## src/sv/life_automaton_torus_unit_macros.svh

```systemverilog
// ----------------------------------------------------------------------------
// life_automaton_torus_unit_macros
// Assertion macros used by the life automaton top module.
// ----------------------------------------------------------------------------
`ifndef LIFE_AUTOMATON_TORUS_UNIT_MACROS_SVH
`define LIFE_AUTOMATON_TORUS_UNIT_MACROS_SVH

// antecedent holds, consequent holds in the same cycle
`define LTA_ASSERT_SAME(label, clk, rstn, ante, cons) \
    label: assert property (@(posedge clk) disable iff (!rstn) (ante) |-> (cons)) \
        else $error("lta same-cycle check failed");

// antecedent holds, consequent holds in the next cycle
`define LTA_ASSERT_NEXT(label, clk, rstn, ante, cons) \
    label: assert property (@(posedge clk) disable iff (!rstn) (ante) |=> (cons)) \
        else $error("lta next-cycle check failed");

`endif

```

## src/sv/lta_pkg.sv

```systemverilog
// ----------------------------------------------------------------------------
// lta_pkg
// Word types and opcodes for the toroidal life automaton.
// ----------------------------------------------------------------------------
package lta_pkg;

    // opcodes
    localparam logic [1:0] OP_WRITE = 2'd0;
    localparam logic [1:0] OP_STEP  = 2'd1;
    localparam logic [1:0] OP_READ  = 2'd2;

    // field widths
    localparam int IDX_W = 6;

    // input word
    typedef struct packed {
        logic [1:0]       opcode;
        logic [IDX_W-1:0] row_index;
        logic [IDX_W-1:0] col_index;
        logic             cell_in;
    } lta_in_t;

    // result word
    typedef struct packed {
        logic cell_out;
        logic done_res;
    } lta_out_t;

    // cell access command broadcast to every row cell
    typedef struct packed {
        logic             wr_en;
        logic [IDX_W-1:0] row;
        logic [IDX_W-1:0] col;
        logic             val;
    } lta_cmd_t;

endpackage

```

## src/sv/lta_row_cell.sv

```systemverilog
// ----------------------------------------------------------------------------
// lta_row_cell
// One board row: loads from its neighbor when the chain shifts, otherwise
// takes single-cell writes and answers single-cell reads at its row index.
// ----------------------------------------------------------------------------
module lta_row_cell #(
    parameter int GRID_SIZE = 64,
    parameter int CELL_IDX  = 0
) (
    input  logic                 aclk,
    input  logic                 aresetn,
    input  logic                 shift_en,
    input  logic [GRID_SIZE-1:0] shift_in,
    input  lta_pkg::lta_cmd_t    cmd,
    output logic [GRID_SIZE-1:0] row_out,
    output logic                 rd_bit
);
    localparam int IW = (GRID_SIZE > 1) ? $clog2(GRID_SIZE) : 1;
    localparam int AW = ((IW > lta_pkg::IDX_W) ? IW : lta_pkg::IDX_W) + 1;

    logic [GRID_SIZE-1:0] row_reg;
    logic [AW-1:0]        row_ext;
    logic [AW-1:0]        col_ext;
    logic                 row_hit;
    logic                 col_ok;
    logic [IW-1:0]        col_sel;

    // address decode
    assign row_ext = AW'(cmd.row);
    assign col_ext = AW'(cmd.col);
    assign row_hit = (row_ext == AW'(CELL_IDX));
    assign col_ok  = (col_ext < AW'(GRID_SIZE));
    assign col_sel = col_ext[IW-1:0];

    // row storage
    always_ff @(posedge aclk) begin
        if (!aresetn) begin
            row_reg <= '0;
        end else if (shift_en) begin
            row_reg <= shift_in;
        end else if (cmd.wr_en && row_hit && col_ok) begin
            row_reg[col_sel] <= cmd.val;
        end
    end

    // read tap
    assign rd_bit  = row_hit && col_ok && row_reg[col_sel];
    assign row_out = row_reg;

endmodule

```

## config.mk

```make
export PLATFORM = sky130hd
export DESIGN_NAME = lta_row_cell
export DESIGN_NICKNAME = d
export VERILOG_FILES = /design/src/sv/life_automaton_torus_unit_macros.svh /design/src/sv/lta_pkg.sv /design/src/sv/lta_row_cell.sv
export SDC_FILE = /design/constraint.sdc
export NUM_CORES = 1
export LEC_CHECK = 0
export ABC_AREA = 1
export BUFFER_PORTS_ARGS = -buffer_cell sky130_fd_sc_hd__buf_2
export CORE_MARGIN = 5
export CORE_UTILIZATION = 45
export CTS_CLUSTER_SIZE = 10
export DETAILED_ROUTE_END_ITERATION = 10
export PLACE_DENSITY_LB_ADDON = 0.1
export SLEW_MARGIN = 20
export SYNTH_ARGS = -nofsm -noshare
export SYNTH_HDL_FRONTEND = slang
export SYNTH_SLANG_ARGS = --single-unit
```

## constraint.sdc

```tcl
create_clock -name aclk -period 2.3 [get_ports aclk]
set_input_delay 0.115 -clock aclk [delete_from_list [all_inputs] [get_ports aclk]]
set_output_delay 0.115 -clock aclk [all_outputs]
set_load 0.05 [all_outputs]
```

==> impl_results.md <==
* Final #Nets at 881
* Mean area per synthesized cell at 5.91 um2
* Pre-CTS WS at 486 ps
* CTS Sinks at 64
* Initial antenna violation count at 0
* Cell leakage power at 2.32 nW
* Post-route cell area at 4950 um2
* Max FFs per register at 64
* # DRC at 0
* DR pass1 iterations at 5
* Die area at 11000 um2
* CTS clock-pin slew for the worst setup and hold paths at 80 ps
* Yosys cell types at 20
* GRT Overall Usage at 26.7%
* Die width at 105 um
* First-pass GRT wire length at 24400 um
* Startpoint types: register
* Actual slew at the worst max-slew pin at 851 ps
* Cell total after placement at 897
* Site Rows at 34
* Fin worst setup slack at 363 ps
* Core Util, Final at 56.7%
* Grt met1 use at 35.5%
* Die Height at 105 um
* Setup violations, final at 0
* Met3 usage in global routing at 7.09%
* Post-synth EDFFs at 0
* Top cells by count, synth: 174 x nand2_1, 130 x nand3_1, 91 x a21oi_1
* Global placement routability congestion at 0.918
* Setup TNS at 0 ps
* Drt wl/cell at 16.5 um
* Cells after synthesis at 683
* CTS Hold Bufs at 0
* Clock skew at 0 ps
* GRT busiest layer: met2
* Most frequent cell after synthesis: nand2_1
* Root Buffer: clkbuf_8
* Top Ports at 146
* Synth area leader: dfxtp_1
* Power density over cell area at 573 nW/um2
* GRT Residual Overflow at 0
* CP Capture Type: output pin
* Cts bufs inserted at 9
* Via-to-Cell Ratio at 5.62
* Postcts setup bufs at 0
* Top cell type's share of synthesized area at 31.8%
* Power Total at 2.84 mW
* Reg2Reg Setup Slack at 1540 ps
* Critical Path RT at 2180 ps
* PortBufs at 145
* Crit Path Max Fanout at 3
* Worst vdd ir at 0.316 mV
* Final ANT Viol Nets at 0
* Seq cells post-synth at 64
* Largest net degree at the start of global routing at 84
* Worst-Skew Late Latency at 350 ps
* RSZ-0062 raised after global routing: false
* WL final at 15100 um
* Vias in the first global route at 4901
* Initial Util at 46.3%
* Area delta synth->final at 22.6%
* Core ar. at 8720 um2
* CTS H-tree lvls at 3
* Final period util at 84.2%
* Max Cap Violations at 0
* Vias at 5122
* Yosys warnings at 0
* Crit Path Category: register to output pin
* Worst-case clock buffer depth at 2
* Post-synth ARST share at 0%
* Syn Nets at 764
* Syn Std Cell Area at 4040 um2
* PostCTS Resize Cnt at 0
* Met2 usage at 41.9%
* Final hold vios at 0
* Post-synthesis sequential area ratio at 31.8%
* Ys flop type: dfxtp_1
* Arrival time worst endpoint at 1820 ps
* Min-Delay Path Class: input pin to register
* Status: completed
* Non-filler cells, final at 912
* Fin crit period at 1940 ps
* Fmax at 516 MHz
* CTS tree: built
* Relative slew slack at 43.3%
* Hold WS at 23.2 ps
* Layout cells sized above 1 at 23.6%
* Fin. max-slew vios at 0
* Area contributors post-synth: dfxtp_1 32%, nand2_1 16%, nand3_1 16%
* Dpl cell area at 4780 um2
* DRT iter0 DRCs at 343
* DP HPWL at 10400 um
* N_diodes at 0
placed cells by master, fill, tap and decap left out, types with 2 or more instances in the layout:
| master | synthesis | routed |
|---|---|---|
| buf_2 | 16 | 145 |
| a21oi_1 | 91 | 91 |
| a31oi_1 | 19 | 19 |
| o21ai_1 | 2 | 2 |
| nor2_1 | 74 | 73 |
| nor2_2 | 3 | 3 |
| nand3_1 | 130 | 130 |
| inv_2 | 12 | 13 |
| buf_4 | 1 | 7 |
| nand2_1 | 174 | 174 |
| clkbuf_8 | 0 | 11 |
| nand4_1 | 19 | 19 |
| inv_1 | 39 | 38 |
| o21ai_0 | 2 | 2 |
| dfxtp_1 | 64 | 64 |
| or2_2 | 3 | 3 |
| clkinv_2 | 0 | 2 |
| nand2_2 | 2 | 2 |
layer usage:
metal  part of all wire (%)  vias up  wire (um)
met3                    9.9       32       1490
met1                     42     2330       6270
li1                       -     2514          -
met2                     46      246       6940
met5                      0        -          0
met4                    2.4        0        364
final timing paths:
kind	startpoint	end	depth (start not counted)
setup / recovery	row_out[8]$_SDFFE_PN0P_	rd_bit	11
hold reg to reg	row_out[23]$_SDFFE_PN0P_	row_out[23]$_SDFFE_PN0P_	2
setup reg to reg	row_out[8]$_SDFFE_PN0P_	row_out[8]$_SDFFE_PN0P_	2
hold / removal	shift_in[5]	row_out[5]$_SDFFE_PN0P_	3
critical path, stage by stage, from the launching register on:
cell     delay (ps)
dfxtp_1         440
nand2_1          90
nand2_1          70
nand2_1          40
nand2_1          50
nand2_1          40
nand2_1          50
nand2_1          50
nand2_1          70
nor2_1           40
a21oi_1         200
buf_2           310
power breakdown:
| group | switching, mW | internal [mW] |
|---|---|---|
| sequential | 0.0558 | 1.17 |
| clock | 0.476 | 0.441 |
| combinational | 0.507 | 0.186 |
| total | 1.04 | 1.80 |
logic make-up after synthesis:
| family | synth area share (%) |
|---|---|
| simple gates | 43.6 |
| buf+inv | 9.71 |
| compound gates | 14.9 |
| flops | 31.8 |
layout make-up:
type,count,area (um2)
Inverter,51,191
Timing Repair Buffer,153,798
Sequential cell,64,1280
Clock buffer,12,155
Fill cell,939,3770
Clock inverter,3,17.5
Tap cell,108,135
Multi-Input combinational cell,521,2370
Power figures use the tool's default switching activity.
