## src/sv/life_automaton_torus_unit_macros.svh

```systemverilog
// ----------------------------------------------------------------------------
// life_automaton_torus_unit_macros
// Assertion macros used by the life automaton top module.
// ----------------------------------------------------------------------------
`ifndef LIFE_AUTOMATON_TORUS_UNIT_MACROS_SVH
`define LIFE_AUTOMATON_TORUS_UNIT_MACROS_SVH

// antecedent holds, consequent holds in the same cycle
`define LTA_ASSERT_SAME(label, clk, rstn, ante, cons) \
    label: assert property (@(posedge clk) disable iff (!rstn) (ante) |-> (cons)) \
        else $error("lta same-cycle check failed");

// antecedent holds, consequent holds in the next cycle
`define LTA_ASSERT_NEXT(label, clk, rstn, ante, cons) \
    label: assert property (@(posedge clk) disable iff (!rstn) (ante) |=> (cons)) \
        else $error("lta next-cycle check failed");

`endif

```

## src/sv/lta_rule.sv

```systemverilog
// ----------------------------------------------------------------------------
// lta_rule
// Next-generation value of one row from the rows above, at and below it,
// with columns wrapping around the board edge.
// ----------------------------------------------------------------------------
module lta_rule #(
    parameter int GRID_SIZE = 64
) (
    input  logic [GRID_SIZE-1:0] row_up,
    input  logic [GRID_SIZE-1:0] row_mid,
    input  logic [GRID_SIZE-1:0] row_dn,
    output logic [GRID_SIZE-1:0] row_new
);
    genvar c;
    generate
        for (c = 0; c < GRID_SIZE; c++) begin : g_col
            localparam int CL = (c == 0) ? GRID_SIZE - 1 : c - 1;
            localparam int CR = (c == GRID_SIZE - 1) ? 0 : c + 1;
            logic [3:0] nbr;

            // live neighbor count
            assign nbr = 4'(row_up[CL]) + 4'(row_up[c]) + 4'(row_up[CR])
                       + 4'(row_mid[CL]) + 4'(row_mid[CR])
                       + 4'(row_dn[CL]) + 4'(row_dn[c]) + 4'(row_dn[CR]);

            // survive on two or three, birth on three
            assign row_new[c] = (nbr == 4'd3) || (row_mid[c] && (nbr == 4'd2));
        end
    endgenerate

endmodule

```

## config.mk

```make
export PLATFORM = sky130hd
export DESIGN_NAME = lta_rule
export DESIGN_NICKNAME = d
export VERILOG_FILES = /design/src/sv/life_automaton_torus_unit_macros.svh /design/src/sv/lta_rule.sv
export SDC_FILE = /design/constraint.sdc
export NUM_CORES = 1
export LEC_CHECK = 0
export BUFFER_PORTS_ARGS = -buffer_cell sky130_fd_sc_hd__buf_2
export CAP_MARGIN = 20
export CELL_PAD_IN_SITES_DETAIL_PLACEMENT = 1
export CELL_PAD_IN_SITES_GLOBAL_PLACEMENT = 2
export CORE_ASPECT_RATIO = 1.1
export CORE_MARGIN = 5
export CORE_UTILIZATION = 34
export DETAILED_ROUTE_END_ITERATION = 16
export PLACE_DENSITY = 0.91
export SYNTH_ARGS = -nofsm -noshare
export SYNTH_HDL_FRONTEND = slang
export SYNTH_SLANG_ARGS = --single-unit
```

## constraint.sdc

```tcl
create_clock -name vclk -period 4.8
set_input_delay 0.96 -clock vclk [all_inputs]
set_output_delay 0.96 -clock vclk [all_outputs]
set_load 0.005 [all_outputs]
```

==> impl_metrics.yaml, run 1 <==
status:
  outcome: "complete, no violations"
global_routing:
  grt_usage: 0.153
  met1_usage: 0.187
  grt_pass1_vias: 10200
  grt_max_degree: 4
  grt_antenna_before_repair: 12
  grt.busiest_layer: "met2"
  grt_util_met3: 0.0225
  grt_pass1_wl_mm: 47.0
  gr-total-overflow: 0
  grtUsageMet2: 0.299
floorplanning:
  core_um2: 31500
  die_w_um: 181
  io_pins: 256
  die_h_um: 198
  initial_core_util: 0.346
  die_area_um2: 35700
  num_rows: 68
pwr:
  pwr_density_cell_nw_per_um2: 217
  intPower_uw: 1370
  netSwitchingPower_uw: 1580
  combinationalPowerShare: 1.000
  p_leak_uw: 0.00733
  p_sw_frac: 0.536
  ir_drop_mv: 0.0886
  clkPwrFrac: 0
  seqPwrFrac: 0
synth:
  synthCells: 1215
  syn_nets: 1855
  yosysUniqueCellTypes: 8
  synth_area_um2: 10900
  syn_area_per_cell_um2: 8.96
  ys_warn_count: 0
  synth_seq_area_share: 0
route:
  drc_errors: 0
  dr.pass1.iters: 4
  wl_mm: 27.7
  route.detailed.wl_per_inst_um: 14.4
  ant_nets: 0
  drtIter0Drc: 101
  via_per_inst: 4.53
  num_vias: 8727
setup_path:
  critPathTopFamily: "adder cells"
  path_cells: "buf_2, inv_2, fa_1, fa_1, fa_1, inv_1, ha_1, fa_2, o21ai_0, a21oi_2, buf_2"
  crit_fanout: 2
  cp.buffers_inverters: 4
  required_ns: 3.84
  cp.arrival_ns: 3.82
  crit_path_frequent_cell: "fa_1"
  worstSetupPathType: "input port to output pin"
  slowest_stage: "fa_1"
  crit_path_start: "row_up[3]"
  end_kind: "output pin"
  startpoint_type: "input port"
  slowest_delay_ns: 0.52
final_layout:
  area_delta_synth_final_pct: 24.4
  seq_cell_count: 0
  final_layout_size_suffix_gt1_frac: 0.324
  nClkBuffers: 0
  num-nets-final: 2138
  ff_latch_area_um2: 0
  layout_common_cells: "inv_1, buf_2, fa_1"
  final_common_cell: "inv_1"
timing:
  whs_ns: 2.29
  slew_viol_final: 0
  layout_min_cycle_time_ns: 4.78
  report.final.setup_viol: 0
  tightest_slew_ns: 0.295
  rsz0062_at_grt: "true"
  finalHoldViolations: 0
  tns_ns: 0
  max_clock_freq_mhz: 209
  slew_headroom: 0.802
  post-route-period-util: 0.995
job:
  drv_cap: 0
place:
  io_buffers: 256
  detailed_place_hpwl_mm: 26.6
  place_congestion: 0.837
worst_hold_path:
  hold_start: "row_mid[17]"
  hold_path_class: "input port to output pin"
clocking:
  postCtsHoldBufs: 0
==> power groups by stage <==
stage          Clock (uW)  Combinational (uW)  Sequential (uW)
6_report         0.000251                2950                0
5_1_grt          0.000195                3490                0
2_1_floorplan           0                1790                0
3_5_place_dp            0                2700                0
3_3_place_gp            0                2510                0
4_1_cts                 0                2770                0
==> path summary, 6_finish.rpt <==
path / to / depth (start not counted) / slack, ns
max: row_new[3] / 11 / 0.02
min: row_new[17] / 4 / 2.29
==> synthesized netlist by cell type <==
library cell  instances  area [um2]
a21oi_1             128         641
fa_1                256        5120
ha_1                192        2400
inv_1               447        1680
nand3_1              64         320
o21ai_0              64         320
or2_0                15        93.8
or2_1                49         307
==> cells by family (layout without fill, tap and decap cells) <==
kind of cell    count (synthesis)  after routing  synth area share
compound gates                192            192            0.0883
fa+ha+maj                     448            448             0.691
buf+inv                       447            728             0.154
other cells                     0              9                 0
simple gates                  128            128            0.0662
==> per-layer routing <==
layer,vias up,wire (um)
met5,-,68
li1,4237,-
met2,158,15000
met1,4304,11200
met4,8,259
met3,20,1160
==> repair_timing <==
item,4_1_cts,5_1_grt
hold endpoints to repair,0,0
endpoints found under the setup margin,15,60
resized for setup,33,270
buffers inserted,2,13
pin swaps,16,104
==> layout make-up <==
class	instances	area, um2
diodes	9	22.5
fillers	3783	17900
inverters	447	1740
multi-input cells	768	9620
well taps	420	526
repair buffers	281	1640
==> tightest hold or removal path, cell delays in order <==
cell and delay (ns):
buf_2 0.09, o21ai_0 0.07, a21oi_1 0.10, buf_2 0.12
==> per-stage QoR <==
step	util	worst slack, ns	cell area (um2)	instances	total power [uW]
floorplan	-	0.382	10900	1215	1790
global placement	0.406	-0.0323	12800	1901	2510
detailed placement	0.406	-0.0776	12800	1901	2700
CTS	0.409	-0.0241	12900	1903	2770
global route	0.430	-0.0561	13500	1923	3490
finish	0.430	0.0225	13500	1925	2950
Note: power is estimated with default switching activity, not from simulation.
==> inputs of run 2 (changes only) <==
--- a/config.mk
+++ b/config.mk
@@ -11,9 +11,9 @@
 export CELL_PAD_IN_SITES_GLOBAL_PLACEMENT = 2
 export CORE_ASPECT_RATIO = 1.1
 export CORE_MARGIN = 5
-export CORE_UTILIZATION = 34
+export CORE_UTILIZATION = 31
 export DETAILED_ROUTE_END_ITERATION = 16
-export PLACE_DENSITY = 0.91
+export PLACE_DENSITY = 0.88
 export SYNTH_ARGS = -nofsm -noshare
 export SYNTH_HDL_FRONTEND = slang
 export SYNTH_SLANG_ARGS = --single-unit
==> constraint.sdc (replaced) <==
create_clock -name vclk -period 4.18
set_input_delay 0.836 -clock vclk [all_inputs]
set_output_delay 0.836 -clock vclk [all_outputs]
set_load 0.005 [all_outputs]
==> run 2 against run 1 <==
  * The flow now finishes with violations (negative setup slack)
  * Sequential share of layout area stayed put
  * Non-clock buffer count is 128 higher
  * Via count is 8.5% higher
  * Critical path type unchanged
  * Largest power group unchanged
==> impl_metrics.yaml, run 2 (synthesized netlist as in run 1, its figures left out) <==
final_layout:
  area_delta_synth_final_pct: 44.3
  final_layout_size_suffix_gt1_frac: 0.462
  fillerInstances: 4049
  multi_input_area_um2: 10100
  design_area_um2: 15700
  nClkBuffers: 0
  layout_common_cells: "inv_1, fa_1, buf_2"
  seq_cell_count: 0
  final_common_cell: "inv_1"
  num-nets-final: 2266
  ff_latch_area_um2: 0
floorplanning:
  core_um2: 35000
  num_rows: 72
  die_w_um: 189
  io_pins: 256
  die_h_um: 207
  initial_core_util: 0.311
  die_area_um2: 39000
setup_path:
  crit_path_start: "row_up[50]"
  end_kind: "output pin"
  crit_fanout: 2
  cp.arrival_ns: 3.74
  crit_path_frequent_cell: "fa_1"
  slowest_delay_ns: 0.54
  startpoint_type: "input port"
  slowest_stage: "fa_1"
  worstSetupPathType: "input port to output pin"
  crit_end: "row_new[50]"
  path_cells: "buf_2, inv_2, fa_1, fa_1, fa_1, inv_1, ha_2, fa_2, or2_1, a21oi_2, buf_2"
  required_ns: 3.34
route:
  via_per_inst: 4.57
  route.detailed.wl_per_inst_um: 15.9
  drtIter0Drc: 133
  dr.pass1.iters: 4
  wl_mm: 32.9
  drc_errors: 0
  num_vias: 9470
  ant_nets: 0
pwr:
  clkPwrFrac: 0
  seqPwrFrac: 0
  pwr_density_cell_nw_per_um2: 258
  p_leak_uw: 0.00810
  netSwitchingPower_uw: 2100
  combinationalPowerShare: 1.000
  ir_drop_mv: 0.116
  intPower_uw: 1960
  p_sw_frac: 0.518
job:
  drv_cap: 0
timing:
  rsz0062_at_grt: "true"
  finalHoldViolations: 0
  slew_headroom: 0.830
  tightest_slew_ns: 0.255
  post-route-period-util: 1.09
  slew_viol_final: 0
  worst_slack_ns: -0.395
  layout_min_cycle_time_ns: 4.58
  max_clock_freq_mhz: 219
  whs_ns: 2.00
  tns_ns: -11.43
  report.final.setup_viol: 64
status:
  outcome: "finished with violations"
  violations: "negative setup slack"
clocking:
  postCtsHoldBufs: 0
global_routing:
  grt_pass1_wl_mm: 51.1
  grt_usage: 0.155
  grt_antenna_before_repair: 2
  grt_pass1_vias: 11100
  grt_max_degree: 4
  gr-total-overflow: 0
place:
  place_congestion: 0.829
  placed_cell_area_um2: 13700
  io_buffers: 256
  detailed_place_hpwl_mm: 27.9
worst_hold_path:
  hold_start: "row_mid[15]"
  hold_path_class: "input port to output pin"
## run 2: cell count changes in the layout (fill, tap and decap cells not counted), moves of 35 or more
cell | before | now
inv_4 | 19 | 55
buf_2 | 231 | 166
buf_8 | 5 | 43
o21ai_0 | 39 | 4
inv_1 | 354 | 300
buf_4 | 29 | 152
## run 2: metal layers
| metal | vias up | global-route usage | routed length, um |
|---|---|---|---|
| met5 | - | 0 | 0 |
| met4 | 0 | 0.0177 | 609 |
| met3 | 41 | 0.0259 | 1670 |
| met2 | 199 | 0.317 | 18900 |
| met1 | 4736 | 0.173 | 11700 |
| li1 | 4494 | - | - |
## run 2: final cells by class
class,count,share of cell area
timing repair buffer,409,0.202
antenna,2,0.000318
inverter,447,0.118
multi-input combinational,768,0.644
tap,444,0.0354
## run 2: what timing repair did
action | in CTS | in global routing
setup buffers | 9 | 13
setup endpoints to repair | 64 | 64
gates resized for setup | 441 | 231
pin swaps | 161 | 141
cloned | 0 | 0
## run 2: critical path, delay by kind of cell
kind / cells / cell delay (ns)
compound gates: 1 / 0.17
simple gates: 1 / 0.27
fa+ha+maj: 5 / 2.09
buf+inv: 4 / 0.37
## run 2: worst min path at each step
stage,end,slack [ns],depth (start not counted)
6_report,row_new[15],2.00,4
5_1_grt,row_new[15],2.03,4
4_1_cts,row_new[15],2.02,4
3_5_place_dp,row_new[13],2.05,4
3_3_place_gp,row_new[18],2.04,4
2_1_floorplan,row_new[10],1.84,2
## run 2: per-stage QoR
stage	cells	utilization	worst slack, ns	power, uW
3_5_place_dp	2046	0.392	-0.492	3230
4_1_cts	2055	0.425	-0.383	3680
5_1_grt	2069	0.449	-0.452	4650
3_3_place_gp	2046	0.392	-0.386	2950
2_1_floorplan	1215	-	0.0101	2060
6_report	2070	0.450	-0.395	4060
## run 2: power groups by stage
stage | Sequential, uW | Clock, uW | Combinational (uW)
3_3_place_gp | 0 | 0 | 2950
2_1_floorplan | 0 | 0 | 2060
3_5_place_dp | 0 | 0 | 3230
4_1_cts | 0 | 0 | 3680
5_1_grt | 0 | 0.0000320 | 4650
6_report | 0 | 0.0000640 | 4060
==> inputs of run 3 (changes only) <==
--- a/config.mk
+++ b/config.mk
@@ -7,11 +7,9 @@
 export LEC_CHECK = 0
 export BUFFER_PORTS_ARGS = -buffer_cell sky130_fd_sc_hd__buf_2
 export CAP_MARGIN = 20
-export CELL_PAD_IN_SITES_DETAIL_PLACEMENT = 1
-export CELL_PAD_IN_SITES_GLOBAL_PLACEMENT = 2
 export CORE_ASPECT_RATIO = 1.1
 export CORE_MARGIN = 5
-export CORE_UTILIZATION = 31
+export CORE_UTILIZATION = 52
 export DETAILED_ROUTE_END_ITERATION = 16
 export PLACE_DENSITY = 0.88
 export SYNTH_ARGS = -nofsm -noshare
==> run 3 against run 2 <==
  * The flow still finishes with violations (negative setup slack)
  * Sequential cell count is the same
  * First-iteration DRC count rose to 2.9 times the previous value
  * Non-clock buffer count is 9 lower
  * Setup slack better by 0.011 ns
  * Critical path type unchanged
  * Critical endpoint is now row_new[48]
  * Largest cell class unchanged
  * Largest power group unchanged
  * Highest routed layer is now met5
==> impl_metrics.yaml, run 3 (synthesized netlist as in run 1, its figures left out) <==
global_routing:
  grt_pass1_vias: 11400
  gr-total-overflow: 0
  grt_pass1_wl_mm: 50.9
  grt_max_degree: 4
  grt_antenna_before_repair: 3
  grt_usage: 0.254
timing:
  finalHoldViolations: 0
  slew_headroom: 0.830
  whs_ns: 2.03
  tns_ns: -13.18
  post-route-period-util: 1.09
  tightest_slew_ns: 0.254
  report.final.setup_viol: 64
  slew_viol_final: 0
  rsz0062_at_grt: "true"
  max_clock_freq_mhz: 219
  worst_slack_ns: -0.385
  layout_min_cycle_time_ns: 4.56
floorplanning:
  initial_core_util: 0.529
  io_pins: 256
  die_w_um: 148
  die_h_um: 162
  num_rows: 55
  core_um2: 20600
  die_area_um2: 23900
final_layout:
  final_layout_size_suffix_gt1_frac: 0.447
  layout_common_cells: "inv_1, fa_1, buf_2"
  nClkBuffers: 0
  ff_latch_area_um2: 0
  seq_cell_count: 0
  fillerInstances: 1217
  post-route-util: 0.739
  final_common_cell: "inv_1"
  area_delta_synth_final_pct: 39.7
  multi_input_area_um2: 10000
  num-nets-final: 2257
setup_path:
  worstSetupPathType: "input port to output pin"
  slowest_stage: "fa_1"
  startpoint_type: "input port"
  cp.arrival_ns: 3.73
  path_cells: "buf_2, inv_2, fa_1, fa_1, fa_1, inv_2, ha_4, fa_2, or2_0, a21oi_1, buf_2"
  slowest_delay_ns: 0.55
  crit_fanout: 2
  required_ns: 3.34
  end_kind: "output pin"
  crit_path_frequent_cell: "fa_1"
route:
  drtIter0Drc: 390
  dr.pass1.iters: 5
  drc_errors: 0
  num_vias: 10000
  route.detailed.wl_per_inst_um: 18.6
  via_per_inst: 5.36
  ant_nets: 0
  wl_mm: 34.9
place:
  io_buffers: 256
  pre_cts_slack_ns: -0.419
  place_congestion: 0.866
  detailed_place_hpwl_mm: 24.7
status:
  outcome: "finished with violations"
  violations: "negative setup slack"
pwr:
  p_leak_uw: 0.00803
  ir_drop_mv: 0.181
  pwr_density_cell_nw_per_um2: 272
worst_hold_path:
  min_to: "row_new[10]"
  hold_path_class: "input port to output pin"
  hold_start: "row_mid[10]"
  hold_depth: 4
clocking:
  postCtsHoldBufs: 0
job:
  drv_cap: 0
==> run 3: cell types whose count changed in the layout (fill, tap and decap cells not counted), sizes merged <==
| cell | change |
|---|---|
| diode | +1 |
| buf | -9 |
==> run 3: per-layer routing <==
layer  up-vias  share of wire  track usage
met5         -        0.00083            0
met4         4          0.060        0.105
met3       173          0.059       0.0416
met2       444           0.55        0.494
met1      4939           0.33        0.269
li1       4480              -            -
==> run 3: worst max-delay path by stage <==
| stage | startpoint | end | slack (ns) | cells after the start |
|---|---|---|---|---|
| detailed placement | row_up[35] | row_new[36] | -0.42 | 11 |
| floorplan | row_up[0] | row_new[63] | 0.01 | 9 |
| CTS | row_up[49] | row_new[49] | -0.32 | 11 |
| global route | row_up[49] | row_new[49] | -0.44 | 11 |
| finish | row_mid[47] | row_new[48] | -0.38 | 11 |
| global placement | row_up[35] | row_new[36] | -0.40 | 11 |
==> run 3: timing repair <==
item / in CTS / in global routing
pin swaps: 137 / 131
gates resized for setup: 409 / 206
hold endpoints to repair: 0 / 0
setup buffers: 5 / 9
endpoints found under the setup margin: 64 / 64
==> run 3: where the power goes <==
part	switching [uW]	internal, uW	leakage [uW]
sequential	0	0	0
combinational	2190	1940	0.00803
clock	0	0.0000963	0.0000000190
total	2190	1940	0.00803
==> run 3: layout make-up <==
| cell class | count | area share |
|---|---|---|
| antenna | 3 | 0.000494 |
| multi-input combinational | 768 | 0.658 |
| inverter | 447 | 0.121 |
| timing repair buffer | 400 | 0.200 |
| tap | 256 | 0.0211 |
==> run 3: stage by stage <==
| stage | cell area [um2] | total power [uW] | cells |
|---|---|---|---|
| detailed placement | 13500 | 3140 | 1857 |
| floorplan | 10900 | 2060 | 1215 |
| CTS | 14500 | 3530 | 1862 |
| finish | 15200 | 4130 | 1874 |
| global placement | 13500 | 2860 | 1857 |
| global route | 15200 | 4630 | 1872 |
==> run 3: critical path: cells and delay by family <==
kind | cells | cell delay (ns)
fa+ha+maj | 5 | 2.10
buf+inv | 4 | 0.39
simple gates | 1 | 0.24
compound gates | 1 | 0.18
